===== config.mk =====
export PLATFORM = sky130hd
export DESIGN_NAME = glob_wildcard_match_core
export DESIGN_NICKNAME = d
export VERILOG_FILES = /design/src/design/gwm_pkg.sv /design/src/design/glob_wildcard_match_core.sv /design/src/design/gwm_cell.sv
export SDC_FILE = /design/constraint.sdc
export NUM_CORES = 1
export LEC_CHECK = 0
export ABC_CLOCK_PERIOD_IN_PS = 3800
export BUFFER_PORTS_ARGS = -buffer_cell sky130_fd_sc_hd__clkbuf_2
export CORE_ASPECT_RATIO = 1.25
export CORE_MARGIN = 5
export CORE_UTILIZATION = 55
export DETAILED_ROUTE_END_ITERATION = 10
export GPL_ROUTABILITY_DRIVEN = 0
export MAX_ROUTING_LAYER = met4
export PLACE_DENSITY = 0.71
export SYNTH_ARGS = -nofsm -noshare
export SYNTH_HDL_FRONTEND = slang
export SYNTH_SLANG_ARGS = --single-unit

===== constraint.sdc =====
create_clock -name clock -period 3.8 [get_ports clock]
set_input_delay 0 -clock clock [delete_from_list [all_inputs] [get_ports clock]]
set_output_delay 0 -clock clock [all_outputs]
set_load 0.005 [all_outputs]

===== src/design/gwm_pkg.sv =====
// gwm_pkg: shared constants, item kind codes, case folding and the cell control bundle
// for the glob wildcard matcher. No dependencies.

package gwm_pkg;

   // pattern storage depth, one cell per pattern byte
   localparam int MAX_PATTERN = 32;

   // glob metacharacters
   localparam logic [7:0] STAR_BYTE = 8'h2A;
   localparam logic [7:0] ANY_BYTE  = 8'h3F;

   // item kind codes on the request channel
   typedef logic [1:0] kind_type;
   localparam kind_type KIND_PATTERN = 2'd0;
   localparam kind_type KIND_SUBJECT = 2'd1;
   localparam kind_type KIND_END     = 2'd2;

   // broadcast from the top level to every cell for one accepted beat
   typedef struct packed {
      logic       pat_load;     // pattern byte accepted
      logic       pat_first;    // that pattern byte starts a new pattern
      logic       subj_step;    // subject byte accepted
      logic       restart;      // live set goes back to position zero
      logic [7:0] char_folded;  // beat byte with a-z folded to upper case
   } cell_ctrl_type;

   // fold ascii lower case letters to upper case
   function automatic logic [7:0] fold_case(input logic [7:0] b);
      logic [7:0] r;
      r = b;
      if (b inside {[8'h61:8'h7A]}) begin
         r = b - 8'h20;
      end
      return r;
   endfunction

endpackage


===== src/design/glob_wildcard_match_core.sv =====
// glob_wildcard_match_core: case-insensitive glob matcher built as a chain of
// pattern cells with a registered result stage. Depends on gwm_pkg, gwm_cell.
//
// Usage: send pattern bytes on the req channel with req_kind = pattern, the first
// one flagged by req_first_of_pattern. Then send subject bytes (kind subject) and
// close each subject with an end beat (kind end). Only an end beat produces a rsp
// beat: rsp_matched tells whether the whole subject matched the pattern,
// rsp_pattern_too_long whether the pattern ran past MAX_PATTERN bytes (extra bytes
// are dropped and matched is then 0). '?' matches any byte, '*' any run of bytes,
// letters compare case-insensitively. Kind three is ignored.
// Throughput: one beat per cycle of any kind while req_ready is high. Latency:
// the rsp beat is valid in the cycle after its end beat is accepted. The live
// position set sits in the cells; each subject byte moves it one step and closes
// it over stars by a combinational ripple through the cell chain.
// Reset: empty pattern, live set at position zero, no rsp pending; no clearing
// pass is needed. When the receiver stalls, the rsp register holds its beat and
// req_ready drops only while that register is full and rsp_ready is low.

module glob_wildcard_match_core
   import gwm_pkg::*;
(
   input  logic       clock,
   input  logic       reset,
   input  logic       req_valid,
   output logic       req_ready,
   input  logic [1:0] req_kind,
   input  logic [7:0] req_char_value,
   input  logic       req_first_of_pattern,
   output logic       rsp_valid,
   input  logic       rsp_ready,
   output logic       rsp_matched,
   output logic       rsp_pattern_too_long
);

   cell_ctrl_type ctrl;
   logic          take;
   logic          end_take;
   logic [MAX_PATTERN:0]   vchain;
   logic [MAX_PATTERN:0]   carry;
   logic [MAX_PATTERN:0]   match;
   logic [MAX_PATTERN-1:0] hit;
   logic          tail_raw_ff, tail_raw_in;
   logic          tail_closed;
   logic          any_hit;
   logic          overflow_ff, overflow_in;
   logic          rsp_valid_ff, rsp_valid_in;
   logic          rsp_matched_ff;
   logic          rsp_too_long_ff;

   // input handshake and beat decode
   assign req_ready = ~rsp_valid_ff | rsp_ready;
   assign take      = req_valid & req_ready;

   always_comb begin
      ctrl           = '0;
      ctrl.char_folded = fold_case(req_char_value);
      ctrl.pat_first = req_first_of_pattern;
      end_take       = 1'b0;
      case (req_kind)
         KIND_PATTERN: ctrl.pat_load  = take;
         KIND_SUBJECT: ctrl.subj_step = take;
         KIND_END:     end_take       = take;
         default:      ;
      endcase
      ctrl.restart = ctrl.pat_load | end_take;
   end

   // chain of pattern cells
   assign vchain[0] = 1'b1;
   assign carry[0]  = 1'b0;
   assign match[0]  = 1'b0;

   for (genvar i = 0; i < MAX_PATTERN; i++) begin : g_cell
      gwm_cell u_cell (
         .clock         (clock),
         .reset         (reset),
         .ctrl          (ctrl),
         .is_head       (i == 0),
         .prev_valid_in (vchain[i]),
         .carry_in      (carry[i]),
         .match_in      (match[i]),
         .valid_out     (vchain[i+1]),
         .carry_out     (carry[i+1]),
         .match_out     (match[i+1]),
         .hit_out       (hit[i])
      );
   end

   // position past the last cell, reached only by a full pattern
   assign tail_closed = tail_raw_ff | carry[MAX_PATTERN];
   assign any_hit     = (|hit) | (tail_closed & vchain[MAX_PATTERN]);

   always_comb begin
      tail_raw_in = tail_raw_ff;
      if (ctrl.restart) begin
         tail_raw_in = 1'b0;
      end else if (ctrl.subj_step) begin
         tail_raw_in = match[MAX_PATTERN];
      end
   end

   // overflow flag: a pattern byte that finds every cell full
   always_comb begin
      overflow_in = overflow_ff;
      if (ctrl.pat_load) begin
         overflow_in = ctrl.pat_first ? 1'b0 : vchain[MAX_PATTERN];
      end
   end

   // result stage
   always_comb begin
      rsp_valid_in = rsp_valid_ff;
      if (end_take) begin
         rsp_valid_in = 1'b1;
      end else if (rsp_ready) begin
         rsp_valid_in = 1'b0;
      end
   end

   always_ff @(posedge clock) begin
      if (reset) begin
         tail_raw_ff  <= 1'b0;
         overflow_ff  <= 1'b0;
         rsp_valid_ff <= 1'b0;
      end else begin
         tail_raw_ff  <= tail_raw_in;
         overflow_ff  <= overflow_in;
         rsp_valid_ff <= rsp_valid_in;
      end
   end

   always_ff @(posedge clock) begin
      if (end_take) begin
         rsp_matched_ff  <= any_hit & ~overflow_ff;
         rsp_too_long_ff <= overflow_ff;
      end
   end

   assign rsp_valid            = rsp_valid_ff;
   assign rsp_matched          = rsp_matched_ff;
   assign rsp_pattern_too_long = rsp_too_long_ff;

endmodule


===== src/design/gwm_cell.sv =====
// gwm_cell: one pattern position of the matcher chain; holds a pattern byte,
// its valid flag and the raw live bit for that position. Depends on gwm_pkg.

module gwm_cell
   import gwm_pkg::*;
(
   input  logic          clock,
   input  logic          reset,
   input  cell_ctrl_type ctrl,
   input  logic          is_head,        // first cell of the chain
   input  logic          prev_valid_in,  // left neighbor holds a pattern byte
   input  logic          carry_in,       // live through a star on the left
   input  logic          match_in,       // left neighbor consumed the subject byte
   output logic          valid_out,
   output logic          carry_out,
   output logic          match_out,
   output logic          hit_out
);

   logic       raw_ff, raw_in;
   logic       valid_ff, valid_in;
   logic [7:0] byte_ff;
   logic       closed;
   logic       is_star;
   logic       byte_hit;
   logic       write_here;

   // live bit after closing over stars to the left
   assign closed   = raw_ff | carry_in;
   assign is_star  = valid_ff & (byte_ff == STAR_BYTE);
   assign byte_hit = (byte_ff == ANY_BYTE) | (byte_ff == ctrl.char_folded);

   assign carry_out = closed & is_star;
   assign match_out = closed & valid_ff & (byte_ff != STAR_BYTE) & byte_hit;
   // this position is the end of the stored pattern
   assign hit_out   = closed & prev_valid_in & ~valid_ff;
   assign valid_out = valid_ff;

   // the next pattern byte lands in the first empty cell
   assign write_here = ctrl.pat_first ? is_head : (prev_valid_in & ~valid_ff);

   // next state of the live bit and the valid flag
   always_comb begin
      raw_in   = raw_ff;
      valid_in = valid_ff;
      if (ctrl.restart) begin
         raw_in = is_head;
      end else if (ctrl.subj_step) begin
         raw_in = match_in | carry_out;
      end
      if (ctrl.pat_load) begin
         valid_in = ctrl.pat_first ? is_head : (valid_ff | write_here);
      end
   end

   // control state
   always_ff @(posedge clock) begin
      if (reset) begin
         raw_ff   <= is_head;
         valid_ff <= 1'b0;
      end else begin
         raw_ff   <= raw_in;
         valid_ff <= valid_in;
      end
   end

   // pattern byte, stored folded
   always_ff @(posedge clock) begin
      if (ctrl.pat_load && write_here) begin
         byte_ff <= ctrl.char_folded;
      end
   end

endmodule


Yosys cells after proc, flatten, opt, wreduce, memory -nomap -nowiden. Index checks and enable logic that the tools add are counted.

Register bits after elaboration: 325. Bits in latches: 0. RAM bits: 0. ROM bits: 0. Bits of input ports: 15. Word-level logic and storage cells: 763. Memories: 0.

Add/sub/neg operators: 1. Multipliers: 0. Div/mod/pow operators: 0. Order comparisons: 2. Eq/ne operators: 130. Shift-type cells: 0. Mux-type cells: 71. Bitwise gates (word level): 421. Reduce and logical (&&, ||, !) cells: 37.

Operators by type and width (count): $eq 8x6->1 const B (64); $and 1x1->1 (257); $eq 8x8->1 (32); $ne 8x6->1 const B (32); $or 1x1->1 (130); $mux 1 (70); $not 1->1 (34); $logic_and 1x1->1 (33); $reduce_or 32->1 (1); $ge 8x7->1 const B (1); $le 8x7->1 const B (1); $mux 8 (1); $sub 8x6->8 const B (1); $eq 2x1->1 const B (1); $eq 2x2->1 const B (1); $logic_not 2->1 (1); $reduce_bool 2->1 (1); $reduce_or 2->1 (1).

Longest topological paths before layout. Gate-level depths: netlist of run 1.

Depth after elaboration: 69. Gate-level depth with buffers: 14. Depth with buffers taken out: 11.

By module. A second synthesis of run 1 with hierarchy kept.

Cell total of the unflattened synthesis: 1424. Area total of the unflattened synthesis: 17269.1 sq um.

Modules (own cells, without submodules): gwm_cell (times used 32, cells an instance 43, area each 528.0 sq um, seq. area each 290.3 sq um); glob_wildcard_match_core (times used 1, cells an instance 48, area each 372.9 sq um, seq. area each 120.1 sq um).

Least setup slack after synthesis of run 1. OpenSTA, ideal clock, no wires.

Path type: flip-flop to flip-flop. Start point: register g_cell[9].u_cell.byte_ff[0]. End point: register rsp_matched_ff, in the netlist rsp_matched, data pin. Setup time: 160 ps. Data arrival time: 3001 ps. Data required time: 3640 ps. Slack: 638 ps. Stages on the path, launching flop included: 11. Buffers on the path: 0. Path through: edfxtp_1 -> or4b_1 -> or4_4 -> or3_4 -> nor4b_4 -> a221oi_4 -> o32ai_4 -> o211ai_1 -> a211oi_2 -> o21ai_0 -> a41oi_1.

Cells in the longest elaborated chain, start to end: 51. Elaborated cells between the ends (all ways): 96. Classes of those cells: 1 x eq/ne; 94 x bitwise; 1 x reduce/logical.

Ends and longest elaborated chain: start: declaration (line gwm_cell.sv:22) `logic [7:0] byte_ff;`; start signal: assignment (line gwm_cell.sv:70) `byte_ff <= ctrl.char_folded;`; $eq 8x6->1 * (line gwm_cell.sv:30) `assign is_star = valid_ff & (byte_ff == STAR_BYTE);`; $and 1x1->1 * (line gwm_cell.sv:30); $and 1x1->1 * (line gwm_cell.sv:33) `assign carry_out = closed & is_star;`; $or 1x1->1 * (line gwm_cell.sv:29) `assign closed = raw_ff | carry_in;`; $and 1x1->1 (line gwm_cell.sv:33); $or 1x1->1 (line gwm_cell.sv:29); $and 1x1->1 (line gwm_cell.sv:33); $or 1x1->1 (line gwm_cell.sv:29); (+35 left out); $or 1x1->1 (line gwm_cell.sv:29); $and 1x1->1 (line gwm_cell.sv:33); $or 1x1->1 (line gwm_cell.sv:29); $and 1x1->1, on equally long branches (line gwm_cell.sv:36, gwm_cell.sv:33); $and 1x1->1 / $or 1x1->1 (equally long branches) (line gwm_cell.sv:36, glob_wildcard_match_core.sv:90); $reduce_or 32->1 / $and 1x1->1 (equally long branches) (line glob_wildcard_match_core.sv:91) `assign any_hit = (|hit) | (tail_closed & vchain[MAX_PATTERN]);`; $or 1x1->1 * (line glob_wildcard_match_core.sv:91); $and 1x1->1 * (line glob_wildcard_match_core.sv:134) `rsp_matched_ff <= any_hit & ~overflow_ff;`; end signal: assignment (line glob_wildcard_match_core.sv:134); end: declaration (line glob_wildcard_match_core.sv:47) `logic rsp_matched_ff;`.

Mark *: on every way between the ends. The rest lies on a longest branch, timed or not. A chain may end at the register's enable or synchronous reset.

Final worst setup path of run 1.
Start point: register g_cell[3].u_cell.byte_ff[5]. End point: register rsp_matched_ff, in the netlist rsp_matched, data pin.

Cells in the longest elaborated chain, start to end: 63. Elaborated cells between the ends (all ways): 120. Classes of those cells: 1 x eq/ne; 118 x bitwise; 1 x reduce/logical.

Ends and longest elaborated chain (line): start: declaration (gwm_cell.sv:22); start signal: assignment (gwm_cell.sv:70); $eq 8x6->1 * (gwm_cell.sv:30); $and 1x1->1 * (gwm_cell.sv:30); $and 1x1->1 * (gwm_cell.sv:33); $or 1x1->1 * (gwm_cell.sv:29); $and 1x1->1 (gwm_cell.sv:33); $or 1x1->1 (gwm_cell.sv:29); $and 1x1->1 (gwm_cell.sv:33); $or 1x1->1 (gwm_cell.sv:29); (+47 left out); $or 1x1->1 (gwm_cell.sv:29); $and 1x1->1 (gwm_cell.sv:33); $or 1x1->1 (gwm_cell.sv:29); $and 1x1->1, on equally long branches (gwm_cell.sv:36, gwm_cell.sv:33); $and 1x1->1 / $or 1x1->1 (equally long branches) (gwm_cell.sv:36, glob_wildcard_match_core.sv:90); $reduce_or 32->1 / $and 1x1->1 (equally long branches) (glob_wildcard_match_core.sv:91); $or 1x1->1 * (glob_wildcard_match_core.sv:91); $and 1x1->1 * (glob_wildcard_match_core.sv:134).

Marks and branches as above.

==> flow_summary.json, run 1 <==
{
  "outcome": "completed",
  "antenna_found_initial": 0,
  "yosys-top-cells-count": "258 x edfxtp_1, 143 x xor2_1, 128 x nor2_1",
  "end_kind": "register",
  "yosysWarnings": 0,
  "dieWidth_um": 166,
  "ys_async_sr_fraction_pct": 0,
  "hp-start": "req_valid",
  "ant_nets": 0,
  "dr.pass1.iters": 5,
  "n_fill_cell": 2362,
  "synth_cell_types": 88,
  "drcViolationCount": 0,
  "insertion_delay_ps": 520,
  "relSlewSlack_pct": 26.5,
  "crit_type": "reg2reg",
  "syn_avg_cell_area_um2": 11.1,
  "synthesis.nets": 1514,
  "vias": 12044,
  "syn-cell-area_mm2": 0.0166,
  "synth-edff-count": 258,
  "hold_path.class": "in2reg",
  "rr_startpoint": "g_cell[3].u_cell.byte_ff[5]",
  "area_growth_pct": 11.8,
  "required_ps": 4060,
  "setup-tns-final_ps": 0,
  "critPathLaunchType": "register",
  "nets": 1571,
  "drv_cap": 0,
  "dp.cells": 1913,
  "cts.clk_slew.worst_paths_ps": 60,
  "ys_ff_latch": 325,
  "viasPerCell": 6.08,
  "ctsHtreeMaxLevel": 2,
  "floorplan.initialDensity_pct": 55.5,
  "power_density_mw_per_mm2": 402,
  "grt_setup_unrepaired": "no",
  "dp_hpwl_um": 29100,
  "hold_viol_final": 0,
  "routed_wl_um": 42100,
  "period_needed_ps": 3520,
  "cts_made_buffers": 34,
  "slew_violations": 0,
  "diodes": 0,
  "io_buffers": 18,
  "grtUsageTotal_pct": 25.9,
  "ctsResizeCount": 0,
  "dr.first_iter.drc_count": 878,
  "postCtsHoldBufs": 7,
  "rr_worst_depth": 10,
  "grt_pass1_wl_um": 66200,
  "grt_pass1_vias": 12282,
  "yosysTopAreaCell": "edfxtp_1",
  "cts_max_path_buffers": 3,
  "die_h_um": 204,
  "synth_flop_cell": "edfxtp_1",
  "cp_max_fo": 8,
  "core-area_mm2": 0.0299,
  "drt-wirelength-per-cell_um": 21.2,
  "r2r-end": "rsp_matched",
  "rrSetupSlack_ps": 280,
  "hold_slack_ps": 90.2,
  "die-area_mm2": 0.0338,
  "worst_pin_slew_ps": 1090,
  "whs_endpoint": "tail_raw_ff",
  "drive_above_1_share_pct": 9.94,
  "postCtsSetupRepairBufs": 0,
  "p_leak_nw": 6.04,
  "yosysTopAreaCellShare_pct": 46.6,
  "total_power_mw": 7.47,
  "ctsRootBufferMaster": "clkbuf_16",
  "synth.area.top_cells": "edfxtp_1 47%, dfxtp_1 8.1%, xor2_1 7.5%",
  "num_rows": 71,
  "timing.fmax_mhz": 284,
  "overflow": 0,
  "final.setup_skew_ps": 19.2,
  "io_pins": 19,
  "numClockSinks": 325,
  "yosysMostFrequentCell": "edfxtp_1",
  "grt_max_degree": 51,
  "min_path_cells": 5,
  "finalCritPeriodShare_pct": 92.6,
  "finalSetupViolCount": 0,
  "ir_worst_vdd_v": 0.000357,
  "syn_inst": 1498,
  "stdcell_count": 1981,
  "cts_tree": "yes",
  "ys_seq_area_share_pct": 54.7,
  "worstPathArrival_ps": 3780
}
-- cells by family after synthesis --
group	after synthesis	synth area share (%)
AND/OR/NAND/NOR	541	17.7
flip-flops	325	54.7
AO/OA/AOI/OAI	285	11.8
XOR/XNOR	256	13.5
buffers and inverters	88	2.14
multiplexers	2	0.120
adder cells (fa/ha/maj)	1	0.0752
-- worst max path at each step --
stage | from | endpoint | depth (start not counted)
2_1_floorplan | g_cell[9].u_cell.byte_ff[0] | rsp_matched | 10
3_3_place_gp | g_cell[3].u_cell.byte_ff[5] | rsp_matched | 10
3_5_place_dp | g_cell[3].u_cell.byte_ff[5] | rsp_matched | 10
4_1_cts | g_cell[3].u_cell.byte_ff[5] | rsp_matched | 10
5_1_grt | g_cell[1].u_cell.byte_ff[7] | g_cell[10].u_cell.raw_ff | 11
6_report | g_cell[3].u_cell.byte_ff[5] | rsp_matched | 10
-- state kept, by name, summed over array words and instances, names as in the netlist --
| name | flops |
|---|---|
| g_cell.u_cell.byte_ff | 256 |
| rsp_matched | 1 |
| g_cell.u_cell.raw_ff | 32 |
| tail_raw_ff | 1 |
| overflow_ff | 1 |
| rsp_valid | 1 |
| rsp_pattern_too_long | 1 |
| g_cell.u_cell.valid_out | 32 |
-- report_power, final --
part / internal, mW / switching (mW)
registers: 3.85 / 0.0102
clock network: 1.86 / 1.33
logic: 0.139 / 0.287
total: 5.84 / 1.63
-- layout make-up --
class / count / area [um^2] / area share (%)
multi-input cells: 1085 / 7220 / 38.8
clock buffers: 44 / 920 / 4.95
flip-flops and latches: 325 / 9090 / 48.9
repair buffers: 74 / 578 / 3.11
clock inverters: 17 / 151 / 0.814
well taps: 401 / 502 / 2.70
inverters: 35 / 131 / 0.707
-- placed cells by master (no fill, tap or decap), types with 35 or more instances in the layout --
master	count
edfxtp_1	258
nand2_1	63
buf_4	51
inv_1	35
xor2_1	143
nor2_1	127
xnor2_1	113
clkbuf_16	35
a21oi_1	92
dfxtp_1	67
o21ai_0	47
nand4_1	54
nand3_1	56
nor3_1	64
-- layer usage --
layer | vias up | track usage, % | wire (um) | share of wire, %
li1 | 5714 | - | - | -
met1 | 5916 | 30.4 | 16800 | 40
met2 | 310 | 45.3 | 21800 | 52
met3 | 104 | 3.21 | 1860 | 4.4
met4 | 0 | 10.0 | 1620 | 3.8
met5 | - | - | 0 | 0
-- worst max-delay path: stages (launching register included) --
cell      delay [ps]
edfxtp_1         400
and3_1           250
a41oi_1          210
and3b_1          200
a41o_1           290
a221oi_4         600
a21oi_1          230
o211a_1          250
a2111o_1         420
nor3_1           260
a41oi_1          140
-- per-stage QoR --
| step | util (%) | setup WS, ps | cell area (um^2) |
|---|---|---|---|
| after global routing | 62.1 | 109 | 18600 |
| after floorplan | - | 638 | 16600 |
| after CTS | 62.1 | 291 | 18600 |
| after global placement | 58.3 | 384 | 17400 |
| final | 62.1 | 281 | 18600 |
| after detailed placement | 58.3 | 314 | 17400 |
Power figures use the tool's default switching activity.
==> inputs of run 2 (changes only) <==
--- a/config.mk
+++ b/config.mk
@@ -14,6 +14,7 @@
 export GPL_ROUTABILITY_DRIVEN = 0
 export MAX_ROUTING_LAYER = met4
 export PLACE_DENSITY = 0.71
+export SLEW_MARGIN = 20
 export SYNTH_ARGS = -nofsm -noshare
 export SYNTH_HDL_FRONTEND = slang
 export SYNTH_SLANG_ARGS = --single-unit
==> constraint.sdc (replaced) <==
create_clock -name clock -period 3.8 [get_ports clock]
set_input_delay 0.76 -clock clock [delete_from_list [all_inputs] [get_ports clock]]
set_output_delay 0.76 -clock clock [all_outputs]
set_load 0.005 [all_outputs]
==> flow_summary.json, run 2 (synthesis gave the netlist of run 1 again) <==
{
  "fin_ws_ps": 247,
  "power_density_mw_per_mm2": 399,
  "hp-start": "tail_raw_ff",
  "mostFrequentLayoutCells": "258 x edfxtp_1, 143 x xor2_1, 128 x nor2_1",
  "end_kind": "register",
  "cts_tree": "yes",
  "floorplan.initialDensity_pct": 55.5,
  "p_seq_share_pct": 51.6,
  "viasPerCell": 6.15,
  "pre_cts_slack_ps": 219,
  "switching_share_pct": 21.8,
  "dp_hpwl_um": 29100,
  "ir_worst_vdd_v": 0.000343,
  "grt_max_degree": 65,
  "ctsHtreeMaxLevel": 2,
  "drv_cap": 0,
  "insertion_delay_ps": 520,
  "rr_startpoint": "g_cell[19].u_cell.byte_ff[2]",
  "ctsResizeCount": 0,
  "relSlewSlack_pct": 48.0,
  "cts_made_buffers": 34,
  "drt-wirelength-per-cell_um": 21.4,
  "routed_wl_um": 42800,
  "slew_violations": 0,
  "ant_nets": 0,
  "outcome": "completed",
  "total_power_mw": 7.47,
  "slowest_stage": "or4b_1",
  "hold_viol_final": 0,
  "area_growth_pct": 12.7,
  "grt_pass1_wl_um": 66400,
  "postCtsSetupRepairBufs": 0,
  "period_needed_ps": 3550,
  "crit_path_frequent_cell": "or4_1",
  "largest_register": "g_cell.u_cell.byte_ff",
  "dr.first_iter.drc_count": 1007,
  "dp.cells": 1932,
  "overflow": 0,
  "postPlaceCellArea_mm2": 0.0177,
  "worstPathArrival_ps": 3910,
  "drcViolationCount": 0,
  "io_buffers": 18,
  "switchingPower_mw": 1.63,
  "dr.pass1.iters": 6,
  "cts_max_path_buffers": 3,
  "combinationalPowerShare_pct": 5.9,
  "largest_reg_flops": 256,
  "grt_setup_unrepaired": "no",
  "setup-tns-final_ps": 0,
  "critPathMaxStageDelay_ps": 660,
  "num_rows": 71,
  "core-area_mm2": 0.0299,
  "crit_type": "reg2reg",
  "required_ps": 4160,
  "cp_num_buf_inv": 0,
  "grt_pass1_vias": 12328,
  "drive_above_1_share_pct": 10.5,
  "intPower_mw": 5.85,
  "io_pins": 19,
  "diodes": 0,
  "cp_top_family": "simple AND/OR/NAND/NOR gates",
  "die_h_um": 204,
  "worst_pin_slew_ps": 776,
  "nets": 1583,
  "grtUsageTotal_pct": 26.1,
  "postCtsHoldBufs": 0,
  "critPathLaunchType": "register",
  "cp_max_fo": 6,
  "vias": 12255,
  "final_common_cell": "edfxtp_1",
  "p_leak_nw": 6.13,
  "die-area_mm2": 0.0338,
  "hold_slack_ps": 466,
  "finalCritPeriodShare_pct": 93.5,
  "numClockSinks": 325,
  "dieWidth_um": 166,
  "hold_path.class": "reg2reg",
  "cts.clk_slew.worst_paths_ps": 60,
  "final.setup_skew_ps": 10.0,
  "cp_cell_sequence": "or4_1 -> or4b_1 -> or4_1 -> o32ai_4 -> o211ai_1 -> a211oi_2 -> o21ai_0 -> a41oi_1",
  "cp-startpoint": "g_cell[19].u_cell.byte_ff[2]",
  "stdcell_count": 1994,
  "fin_util_pct": 62.6,
  "clock_power_share_pct": 42.5,
  "design_area_mm2": 0.0187,
  "finalSetupViolCount": 0,
  "ctsRootBufferMaster": "clkbuf_16",
  "antenna_found_initial": 0,
  "timing.fmax_mhz": 281
}
run 2: cell type report:
cell class / instances / area (um^2)
Clock buffer: 52 / 1010
Clock inverter: 10 / 48.8
Fill cell: 2404 / 11200
Inverter: 35 / 131
Multi-Input combinational cell: 1085 / 7220
Sequential cell: 325 / 9090
Tap cell: 401 / 502
Timing Repair Buffer: 86 / 738
run 2: metal layers:
layer	track usage (%)	vias to the layer above	share of wire, %
li1	-	5732	-
met1	30.8	6018	40
met2	45.1	392	51
met3	3.09	113	5.0
met4	10.8	0	4.3
met5	-	-	0
run 2: power by group through the flow:
| stage | logic [mW] | clock network (mW) | registers, mW |
|---|---|---|---|
| floorplan | 0.249 | 0 | 3.93 |
| global placement | 0.432 | 0 | 3.93 |
| detailed placement | 0.441 | 0 | 3.93 |
| CTS | 0.444 | 3.22 | 3.86 |
| global route | 0.475 | 3.38 | 3.86 |
| finish | 0.442 | 3.18 | 3.86 |
run 2: final timing paths:
check                endpoint  slack (ps)  cells after the start
setup / recovery  rsp_matched         250                      8
hold / removal    tail_raw_ff         470                      2
setup reg to reg  rsp_matched         250                      8
hold reg to reg   tail_raw_ff         470                      2
run 2: worst min-delay path, delay by kind of cell, from the launching register on:
family / cells / cell delay, ps
AOI/OAI and AO/OA: 1 / 50
and+or+nand+nor: 1 / 50
DFF: 1 / 310
